`src/design/esc_pkg.sv`:
```
// types, constants and helper functions for the epoch seconds to calendar block
// no dependencies
`timescale 1ns / 1ps
`default_nettype none

package esc_pkg;

    localparam int SECS_W  = 32;
    localparam int YEAR_W  = 12;
    localparam int MONTH_W = 4;
    localparam int DOM_W   = 5;
    localparam int HOUR_W  = 5;
    localparam int MIN_W   = 6;
    localparam int SEC_W   = 6;
    localparam int WDAY_W  = 3;
    localparam int DAYS_W  = 16;
    localparam int CNT_W   = 4;

    localparam logic [SECS_W-1:0]  DAY_SECS  = 32'd86400;
    localparam logic [SECS_W-1:0]  HOUR_SECS = 32'd3600;
    localparam logic [SECS_W-1:0]  MIN_SECS  = 32'd60;
    localparam logic [SECS_W-1:0]  WEEK_LEN  = 32'd7;
    localparam logic [YEAR_W-1:0]  YEAR_BASE = 12'd1970;
    // the only century in range that is not a leap year
    localparam logic [YEAR_W-1:0]  YEAR_SKIP = 12'd2100;
    localparam logic [MONTH_W-1:0] MONTHS    = 4'd12;
    // 1970-01-01 was a thursday, sunday counts as zero
    localparam logic [SECS_W-1:0]  WDAY_OFS  = 32'd4;

    localparam logic [CNT_W-1:0] DAYS_LAST = 4'd15;
    localparam logic [CNT_W-1:0] HOUR_LAST = 4'd4;
    localparam logic [CNT_W-1:0] MIN_LAST  = 4'd5;
    localparam logic [CNT_W-1:0] WDAY_LAST = 4'd12;

    typedef enum logic [6:0] {
        S_IDLE = 7'b0000001,
        S_DAYS = 7'b0000010,
        S_HOUR = 7'b0000100,
        S_MIN  = 7'b0001000,
        S_WDAY = 7'b0010000,
        S_YEAR = 7'b0100000,
        S_MON  = 7'b1000000
    } t_state;

    function automatic logic is_leap(input logic [YEAR_W-1:0] y);
        return (y[1:0] == 2'b00) && (y != YEAR_SKIP);
    endfunction

    function automatic logic [8:0] year_len(input logic [YEAR_W-1:0] y);
        return is_leap(y) ? 9'd366 : 9'd365;
    endfunction

    function automatic logic [4:0] month_len(input logic [MONTH_W-1:0] m, input logic leap);
        logic [4:0] len;
        unique case (m)
            4'd1, 4'd3, 4'd5, 4'd7, 4'd8, 4'd10, 4'd12: len = 5'd31;
            4'd4, 4'd6, 4'd9, 4'd11:                    len = 5'd30;
            4'd2:                                       len = leap ? 5'd29 : 5'd28;
            default:                                    len = 5'd0;
        endcase
        return len;
    endfunction

endpackage

`default_nettype wire

```
`src/design/epoch_seconds_to_calendar_top.sv`:
```
// epoch seconds to calendar date, time of day and weekday; one compare-subtract unit
// under a sequencer; depends on esc_pkg
// sequence from request to result strobe: 40 division steps, then a scan of the years since
//   1970 and of the months before the result's, each scan ending in a step of its own
// throughput: one request per conversion; busy stays high until the strobe cycle, which takes the next
// reset: synchronous, active low, clears the sequencer and the strobe
`timescale 1ns / 1ps
`default_nettype none

module epoch_seconds_to_calendar_top (
    input  wire logic                         i_clk,
    input  wire logic                         i_rst_n,
    input  wire logic                         start,
    output logic                              busy,
    input  wire logic [esc_pkg::SECS_W-1:0]   i_epoch_seconds,
    output logic                              o_valid,
    output logic      [esc_pkg::YEAR_W-1:0]   o_year,
    output logic      [esc_pkg::MONTH_W-1:0]  o_month,
    output logic      [esc_pkg::DOM_W-1:0]    o_day_of_month,
    output logic      [esc_pkg::HOUR_W-1:0]   o_hour,
    output logic      [esc_pkg::MIN_W-1:0]    o_minute,
    output logic      [esc_pkg::SEC_W-1:0]    o_second,
    output logic      [esc_pkg::WDAY_W-1:0]   o_weekday
);
    import esc_pkg::*;

    t_state              r_state, n_state;
    logic                r_valid, n_valid;
    logic [SECS_W-1:0]   r_rem,   n_rem;
    logic [CNT_W-1:0]    r_cnt,   n_cnt;
    logic [DAYS_W-2:0]   r_q,     n_q;
    logic [DAYS_W-1:0]   r_days,  n_days;
    logic [YEAR_W-1:0]   r_year,  n_year;
    logic [MONTH_W-1:0]  r_mon,   n_mon;
    logic [DOM_W-1:0]    r_dom,   n_dom;
    logic [HOUR_W-1:0]   r_hour,  n_hour;
    logic [MIN_W-1:0]    r_min,   n_min;
    logic [SEC_W-1:0]    r_sec,   n_sec;
    logic [WDAY_W-1:0]   r_wday,  n_wday;

    logic [SECS_W-1:0]   w_opnd;
    logic [SECS_W-1:0]   w_diff;
    logic [SECS_W-1:0]   w_rem_nxt;
    logic                w_ge;
    logic [DAYS_W-1:0]   w_q_nxt;

    // shared compare-subtract unit
    always_comb begin
        unique case (r_state)
            S_DAYS:  w_opnd = DAY_SECS  << r_cnt;
            S_HOUR:  w_opnd = HOUR_SECS << r_cnt;
            S_MIN:   w_opnd = MIN_SECS  << r_cnt;
            S_WDAY:  w_opnd = WEEK_LEN  << r_cnt;
            S_YEAR:  w_opnd = {23'd0, year_len(r_year)};
            S_MON:   w_opnd = {27'd0, month_len(r_mon, is_leap(r_year))};
            default: w_opnd = '0;
        endcase
    end

    assign w_ge      = (r_rem >= w_opnd);
    assign w_diff    = r_rem - w_opnd;
    assign w_rem_nxt = w_ge ? w_diff : r_rem;
    assign w_q_nxt   = {r_q, w_ge};

    // sequencer
    always_comb begin
        n_state = r_state;
        n_valid = 1'b0;
        n_rem   = r_rem;
        n_cnt   = r_cnt;
        n_q     = r_q;
        n_days  = r_days;
        n_year  = r_year;
        n_mon   = r_mon;
        n_dom   = r_dom;
        n_hour  = r_hour;
        n_min   = r_min;
        n_sec   = r_sec;
        n_wday  = r_wday;
        unique case (r_state)
            S_IDLE: begin
                if (start) begin
                    n_rem   = i_epoch_seconds;
                    n_cnt   = DAYS_LAST;
                    n_state = S_DAYS;
                end
            end
            S_DAYS: begin
                n_rem = w_rem_nxt;
                n_q   = w_q_nxt[DAYS_W-2:0];
                n_cnt = r_cnt - 4'd1;
                if (r_cnt == '0) begin
                    n_days  = w_q_nxt;
                    n_cnt   = HOUR_LAST;
                    n_state = S_HOUR;
                end
            end
            S_HOUR: begin
                n_rem = w_rem_nxt;
                n_q   = w_q_nxt[DAYS_W-2:0];
                n_cnt = r_cnt - 4'd1;
                if (r_cnt == '0) begin
                    n_hour  = w_q_nxt[HOUR_W-1:0];
                    n_cnt   = MIN_LAST;
                    n_state = S_MIN;
                end
            end
            S_MIN: begin
                n_rem = w_rem_nxt;
                n_q   = w_q_nxt[DAYS_W-2:0];
                n_cnt = r_cnt - 4'd1;
                if (r_cnt == '0) begin
                    n_min   = w_q_nxt[MIN_W-1:0];
                    n_sec   = w_rem_nxt[SEC_W-1:0];
                    n_rem   = {16'd0, r_days} + WDAY_OFS;
                    n_cnt   = WDAY_LAST;
                    n_state = S_WDAY;
                end
            end
            S_WDAY: begin
                n_rem = w_rem_nxt;
                n_cnt = r_cnt - 4'd1;
                if (r_cnt == '0) begin
                    n_wday  = w_rem_nxt[WDAY_W-1:0] + 3'd1;
                    n_rem   = {16'd0, r_days};
                    n_year  = YEAR_BASE;
                    n_state = S_YEAR;
                end
            end
            S_YEAR: begin
                if (w_ge) begin
                    n_rem  = w_diff;
                    n_year = r_year + 12'd1;
                end else begin
                    n_mon   = 4'd1;
                    n_state = S_MON;
                end
            end
            S_MON: begin
                if (w_ge && r_mon != MONTHS) begin
                    n_rem = w_diff;
                    n_mon = r_mon + 4'd1;
                end else begin
                    n_dom   = r_rem[DOM_W-1:0] + 5'd1;
                    n_valid = 1'b1;
                    n_state = S_IDLE;
                end
            end
            default: begin
                n_state = S_IDLE;
            end
        endcase
    end

    always_ff @(posedge i_clk) begin
        if (!i_rst_n) begin
            r_state <= S_IDLE;
            r_valid <= 1'b0;
        end else begin
            r_state <= n_state;
            r_valid <= n_valid;
        end
    end

    always_ff @(posedge i_clk) begin
        r_rem  <= n_rem;
        r_cnt  <= n_cnt;
        r_q    <= n_q;
        r_days <= n_days;
        r_year <= n_year;
        r_mon  <= n_mon;
        r_dom  <= n_dom;
        r_hour <= n_hour;
        r_min  <= n_min;
        r_sec  <= n_sec;
        r_wday <= n_wday;
    end

    assign busy           = (r_state != S_IDLE);
    assign o_valid        = r_valid;
    assign o_year         = r_year;
    assign o_month        = r_mon;
    assign o_day_of_month = r_dom;
    assign o_hour         = r_hour;
    assign o_minute       = r_min;
    assign o_second       = r_sec;
    assign o_weekday      = r_wday;

endmodule

`default_nettype wire

```
`config.mk`:
```
export PLATFORM = sky130hd
export DESIGN_NAME = epoch_seconds_to_calendar_top
export DESIGN_NICKNAME = d
export VERILOG_FILES = /design/src/design/esc_pkg.sv /design/src/design/epoch_seconds_to_calendar_top.sv
export SDC_FILE = /design/constraint.sdc
export NUM_CORES = 1
export LEC_CHECK = 0
export BUFFER_PORTS_ARGS = -buffer_cell sky130_fd_sc_hd__buf_4
export CAP_MARGIN = 30
export CORE_MARGIN = 2
export CORE_UTILIZATION = 49
export DETAILED_ROUTE_END_ITERATION = 6
export GPL_ROUTABILITY_DRIVEN = 1
export PLACE_DENSITY = 0.68
export SLEW_MARGIN = 20
export SYNTH_ARGS = -nofsm -noshare
export SYNTH_HDL_FRONTEND = slang
export SYNTH_SLANG_ARGS = --single-unit
```
`constraint.sdc`:
```
create_clock -name i_clk -period 10.97 [get_ports i_clk]
set_clock_uncertainty 0.05 [all_clocks]
set_input_delay 0.5485 -clock i_clk [delete_from_list [all_inputs] [get_ports i_clk]]
set_output_delay 0.5485 -clock i_clk [all_outputs]
set_load 0.01 [all_outputs]
```
== Word level (Yosys, flattened, before mapping) ==
Index checks and enable logic that the tools add are counted.
W data, S select, Z words.

* Magnitude comparators: 1
* Reduce and logical (&&, ||, !) cells: 23
* Eq/ne operators: 31
* Multiplexer cells: 30
* Bitwise logic cells: 1
* Add/subtract/negate cells: 7
* Shift-type cells: 4

{| class="wikitable"
|+ Operators with widths
! kind !! count
|-
| $pmux W32 S6 || 1
|-
| $mux W32 || 5
|-
| $pmux W32 S5 || 1
|-
| $mux W7 || 7
|-
| $pmux W7 S7 || 1
|-
| $ge A32 B32 Y1 || 1
|-
| $shl A12 B4 Y32 const A || 1
|-
| $shl A17 B4 Y32 const A || 1
|-
| $shl A3 B4 Y32 const A || 1
|-
| $shl A6 B4 Y32 const A || 1
|-
| $sub A32 B32 Y32 || 1
|-
| $mux W12 || 2
|-
| $mux W4 || 6
|-
| $pmux W12 S2 || 1
|-
| $eq A4 B4 Y1 const B || 5
|-
| $pmux W4 S5 || 1
|-
| $ne A2 B2 Y1 const B || 9
|-
| $add A16 B3 Y17 const B || 1
|-
| $eq A4 B3 Y1 const B || 4
|-
| $pmux W5 S3 || 1
|-
| $reduce_and A2 Y1 || 7
|-
| $add A12 B1 Y12 const B || 1
|-
| $ne A12 B12 Y1 const B || 1
|-
| $reduce_bool A5 Y1 || 2
|-
| 28 further kinds || 35
|}

* Output and inout port bits: 43
* Logic and storage cells: 110
* Input bits: 35
* Register bits: 116

== Logic depth before layout (Yosys ltp) ==
* Depth in word-level cells: 9
* Mapped depth: 23
* Mapped depth without buffers: 19

== Least setup slack after synthesis ==
OpenSTA, ideal clock, no wires.

* Path kind: register to register
* From: register r_state[1]
* To: register r_rem[0], enable pin
* Clock period less this slack: 5.923 ns
* Stages on the path, launching flop included: 19
* Data required time: 10.500 ns
* Library setup time: 0.420 ns
* Slack: 5.047 ns
* Path buffers: 3
* Data arrival time: 5.453 ns
* Path through: dfxtp_1 -> clkbuf_2 -> nor3_2 -> nand2_1 -> or2_2 -> buf_2 -> nand3_1 -> nor2_1 -> nor2_1 -> nand2b_1 -> ha_1 -> nand4_1 -> or3_1 -> a31oi_1 -> a211oi_2 -> o31ai_4 -> buf_6 -> a21oi_1 -> a211oi_2

* Longest elaborated chain between the ends: 6
* Elaborated cells on any way between the ends: 15
* Classes of those cells: order compare (1); eq/ne (9); mux (1); reduce/logical (4)

{| class="wikitable"
|+ RTL lines
! element !! RTL line !! RTL
|-
| start, declared || epoch_seconds_to_calendar_top.sv:27 || <nowiki>t_state r_state, n_state;</nowiki>
|-
| start signal, assigned || epoch_seconds_to_calendar_top.sv:160 || <nowiki>r_state <= n_state;</nowiki>
|-
| $eq A7 B7 Y1, or another cell as far along || epoch_seconds_to_calendar_top.sv:49, epoch_seconds_to_calendar_top.sv:80 ||
|-
| $pmux W32 S6 || epoch_seconds_to_calendar_top.sv:49 || <nowiki>unique case (r_state)</nowiki>
|-
| $ge A32 B32 Y1 || epoch_seconds_to_calendar_top.sv:60 || <nowiki>assign w_ge = (r_rem >= w_opnd);</nowiki>
|-
| $logic_and A1 B1 Y1 || epoch_seconds_to_calendar_top.sv:140 || <nowiki>if (w_ge && r_mon != MONTHS) begin</nowiki>
|-
| $ne A2 B2 Y1 (no source line) || - ||
|-
| $reduce_and A3 Y1 (no source line) (*) || - ||
|-
| end signal, assigned || epoch_seconds_to_calendar_top.sv:166 || <nowiki>r_rem <= n_rem;</nowiki>
|-
| end, declared || epoch_seconds_to_calendar_top.sv:29 || <nowiki>logic [SECS_W-1:0] r_rem, n_rem;</nowiki>
|}

Every way passes the cells marked *; elsewhere a longest branch is shown, timed or not.
A chain may end at the register's enable or synchronous reset.

== Final worst setup path ==
* From: register r_state[5]
* To: register r_rem[10] (data pin)

* Longest elaborated chain between the ends: 6
* Elaborated cells on any way between the ends: 16
* Classes of those cells: add/sub (1); order compare (1); eq/ne (7); mux (6); reduce/logical (1)

{| class="wikitable"
|+ RTL lines
! element !! RTL line !! RTL
|-
| $eq A7 B7 Y1, or another cell as far along || epoch_seconds_to_calendar_top.sv:49, epoch_seconds_to_calendar_top.sv:80 ||
|-
| $pmux W32 S6 || epoch_seconds_to_calendar_top.sv:49 ||
|-
| $sub A32 B32 Y32 or $ge A32 B32 Y1 (tied branches) || epoch_seconds_to_calendar_top.sv:61, epoch_seconds_to_calendar_top.sv:60 ||
|-
| $mux W32 || epoch_seconds_to_calendar_top.sv:131 || <nowiki>if (w_ge) begin</nowiki>
|-
| $mux W32 (on tied branches) || epoch_seconds_to_calendar_top.sv:123, epoch_seconds_to_calendar_top.sv:112 ||
|-
| $pmux W32 S5 (*) || epoch_seconds_to_calendar_top.sv:80 || <nowiki>unique case (r_state)</nowiki>
|-
| net n_rem[10] || epoch_seconds_to_calendar_top.sv:29 ||
|}

The timed path passes the listed nets; every way through them passes the cells marked *. The select of a mux whose other input is x is not followed.

==> summary.txt <==
Req. time, crit path -> 11.08 ns
Max clock buf depth -> 2
Root Buffer -> clkbuf_16
floorplan die width -> 132 µm
clock sinks -> 116
first-pass GRT wire length -> 34900 µm
hpwl dp -> 16100 µm
Skew-Pair Late Insertion Delay -> 0.42 ns
data arrival time of the worst path -> 6.60 ns
fillcell total -> 1426
f_max -> 154 MHz
fraction of layout cells with a size suffix above 1 -> 15.1%
cts hold-fix bufs -> 0
Period Utilization, post-route -> 59.2%
hold crit path type -> input pin to flop
Post-Place Setup Slack -> 4.53 ns
top cells by count, synth -> 108 x edfxtp_1, 104 x nand2_1, 83 x nor2_1
PwrDens -> 249 mW/mm²
Final Hold Fails -> 0
# nets final -> 1001
WHS Path Cells -> 2
FF-to-FF Start -> r_state[5]$_SDFFE_PN0P_
grt ovf -> 0
Routed Antenna Nets -> 0
setup bufs post-CTS -> 0
Final WS setup -> 4.48 ns
post-CTS sizing -> 0
most common cell in the netlist -> edfxtp_1
minimum clock period -> 6.49 ns
area delta synth->final -> 16.5%
Iteration-0 DRC Markers -> 750
sequential area share after synthesis -> 42.7%
CORE AREA -> 0.0159 mm²
top cells by area, synth -> edfxtp_1 41%, ha_1 6.9%, nand2_1 4.9%
I/O Buffers -> 77
Worst Setup End Kind -> flop
CTS tree -> yes
via/cell ratio -> 6.09
Die Area -> 0.0173 mm²
DR vias -> 7001
synth unique cells -> 74
syn_nets -> 937
drt first pass iters -> 6
Die Y -> 132 µm
CTS clk-pin slew, worst paths -> 0.06 ns
max capacitance violation total -> 0
largest net degree at the start of global routing -> 36
flops & latches, synth -> 116
n_diodes -> 0
flop2flop setup slack -> 4.48 ns
setup violators final -> 0
maximum vdd drop -> 163 µV
Post-route DRC -> 0
Initial Util -> 50.2%
crit start category -> flop
Worst Min Path Start -> i_rst_n
DR WL/cell -> 19.2 µm
EDFF count, synth -> 108
htree depth -> 4
Static Leakage -> 3.48 nW
RSZ-0062 raised after global routing -> false
synth warn -> 0
RD Place Congestion -> 0.939
FFs w/ async S/R, synth -> 0%
RR Endpoint -> r_rem[10]$_DFFE_PP_
Mean Syn Cell Area -> 9.30 µm²
status -> finished, final reports clean
max_slew headroom -> 35.3%
routed wire length -> 22100 µm
Synth top area share -> 40.7%
io pins -> 78
CP Max Fanout -> 30
antenna violations before repair -> 0
Post-Synthesis Cells -> 857
max-slew violations -> 0
setup TNS -> 0 ns
TritonCTS Buffers -> 17
row cnt -> 46
Cell Area, Synth -> 0.00797 mm²
Slew @ Worst Pin -> 0.971 ns
cell taking the most area after synthesis -> edfxtp_1
dominant synthesized flop cell -> edfxtp_1
total track usage -> 25.5%
hold path endpoint -> r_state[0]$_SDFFE_PN1P_
R2R depth -> 18
WS Path Type -> flop to flop
vias in the first global route -> 6473
## state kept, by name, indices dropped and copies added, names as in the netlist
register / count
r_q: 15
r_days: 16
o_hour: 5
r_cnt: 4
r_rem: 32
o_weekday: 3
o_month: 4
r_state: 7
o_second: 6
o_minute: 6
o_valid: 1
o_year: 12
o_day_of_month: 5
## critical path, cell delays in order (launching register included)
cell       delay, ns
dfxtp_1         0.36
nor3_2          0.35
nand4b_1        0.55
nand3_1         0.80
nor2_1          0.37
nor3_1          0.36
o21ai_0         0.14
o21a_1          0.16
ha_1            0.37
a221oi_1        0.30
o21ai_0         0.14
a221oi_1        0.30
o21a_1          0.23
o31ai_4         0.08
buf_4           0.26
a21oi_2         0.81
nor2_1          0.14
a2111oi_2       0.38
nor2_1          0.07
## metrics by stage
step / cell area [µm²] / cells / util, % / hold slack [ns] / power, W
floorplan: 7970 / 857 / - / 0.350 / 0.00150
global placement: 8710 / 1117 / 54.8 / 0.365 / 0.00175
detailed placement: 8710 / 1118 / 54.8 / 0.370 / 0.00175
CTS: 9280 / 1150 / 58.4 / 0.303 / 0.00229
global route: 9280 / 1150 / 58.4 / 0.311 / 0.00245
finish: 9280 / 1150 / 58.4 / 0.311 / 0.00231
## power by group
part	internal (W)	total [W]	leakage (nW)	switching, W
Clock	0.000317	0.000532	0.279	0.000215
Combinational	0.000419	0.00109	2.13	0.000672
Sequential	0.000621	0.000686	1.07	0.0000651
## logic make-up after synthesis
family / Yosys count / share of synthesized area (%)
simple gates: 297 / 17.0
compound gates: 273 / 22.5
flops: 116 / 42.7
buf+inv: 63 / 3.31
xor+xnor: 47 / 5.17
fa+ha+maj: 45 / 7.16
mux: 16 / 2.15
## cell usage in the layout (no fill, tap or decap), drive strengths merged, types with 8 or more instances in the layout
master and count:
edfxtp 108, nand2 104, buf 86, nor2 84
o21ai 78, a21oi 67, ha 44, nand3 32
xnor2 30, inv 28, nor3 18, a22oi 17
xor2 17, clkbuf 17, a21o 13, o211ai 11
a31oi 11, o21a 10, nand2b 9, mux2 9
nand4 8, and3 8, dfxtp 8
## worst max-delay path by stage
| stage | from | to | slack [ns] |
|---|---|---|---|
| after global placement | r_state[5]$_SDFFE_PN0P_ | r_rem[10]$_DFFE_PP_ | 4.77 |
| final | r_state[5]$_SDFFE_PN0P_ | r_rem[10]$_DFFE_PP_ | 4.48 |
| after CTS | r_state[5]$_SDFFE_PN0P_ | r_rem[10]$_DFFE_PP_ | 4.53 |
| after floorplan | r_state[1]$_SDFFE_PN0P_ | r_rem[0]$_DFFE_PP_ | 5.05 |
| after detailed placement | r_state[5]$_SDFFE_PN0P_ | r_rem[10]$_DFFE_PP_ | 4.53 |
| after global routing | r_state[5]$_SDFFE_PN0P_ | r_rem[10]$_DFFE_PP_ | 3.92 |
## layout make-up
| class | instances | area [µm²] | area share, % |
|---|---|---|---|
| inverters | 22 | 82.6 | 0.890 |
| multi-input cells | 678 | 4310 | 46.5 |
| flip-flops and latches | 116 | 3400 | 36.7 |
| well taps | 216 | 270 | 2.91 |
| repair buffers | 86 | 643 | 6.93 |
| clock buffers | 17 | 425 | 4.58 |
| clock inverters | 15 | 144 | 1.55 |
## per-layer routing
layer | part of all wire (%) | track usage [%] | vias to the layer above
li1 | - | - | 3365
met2 | 44 | 37.4 | 316
met4 | 1.8 | 7.49 | 0
met5 | 0 | 0 | -
met1 | 46 | 38.2 | 3284
met3 | 8.3 | 4.90 | 36
Power figures use the tool's default switching activity.
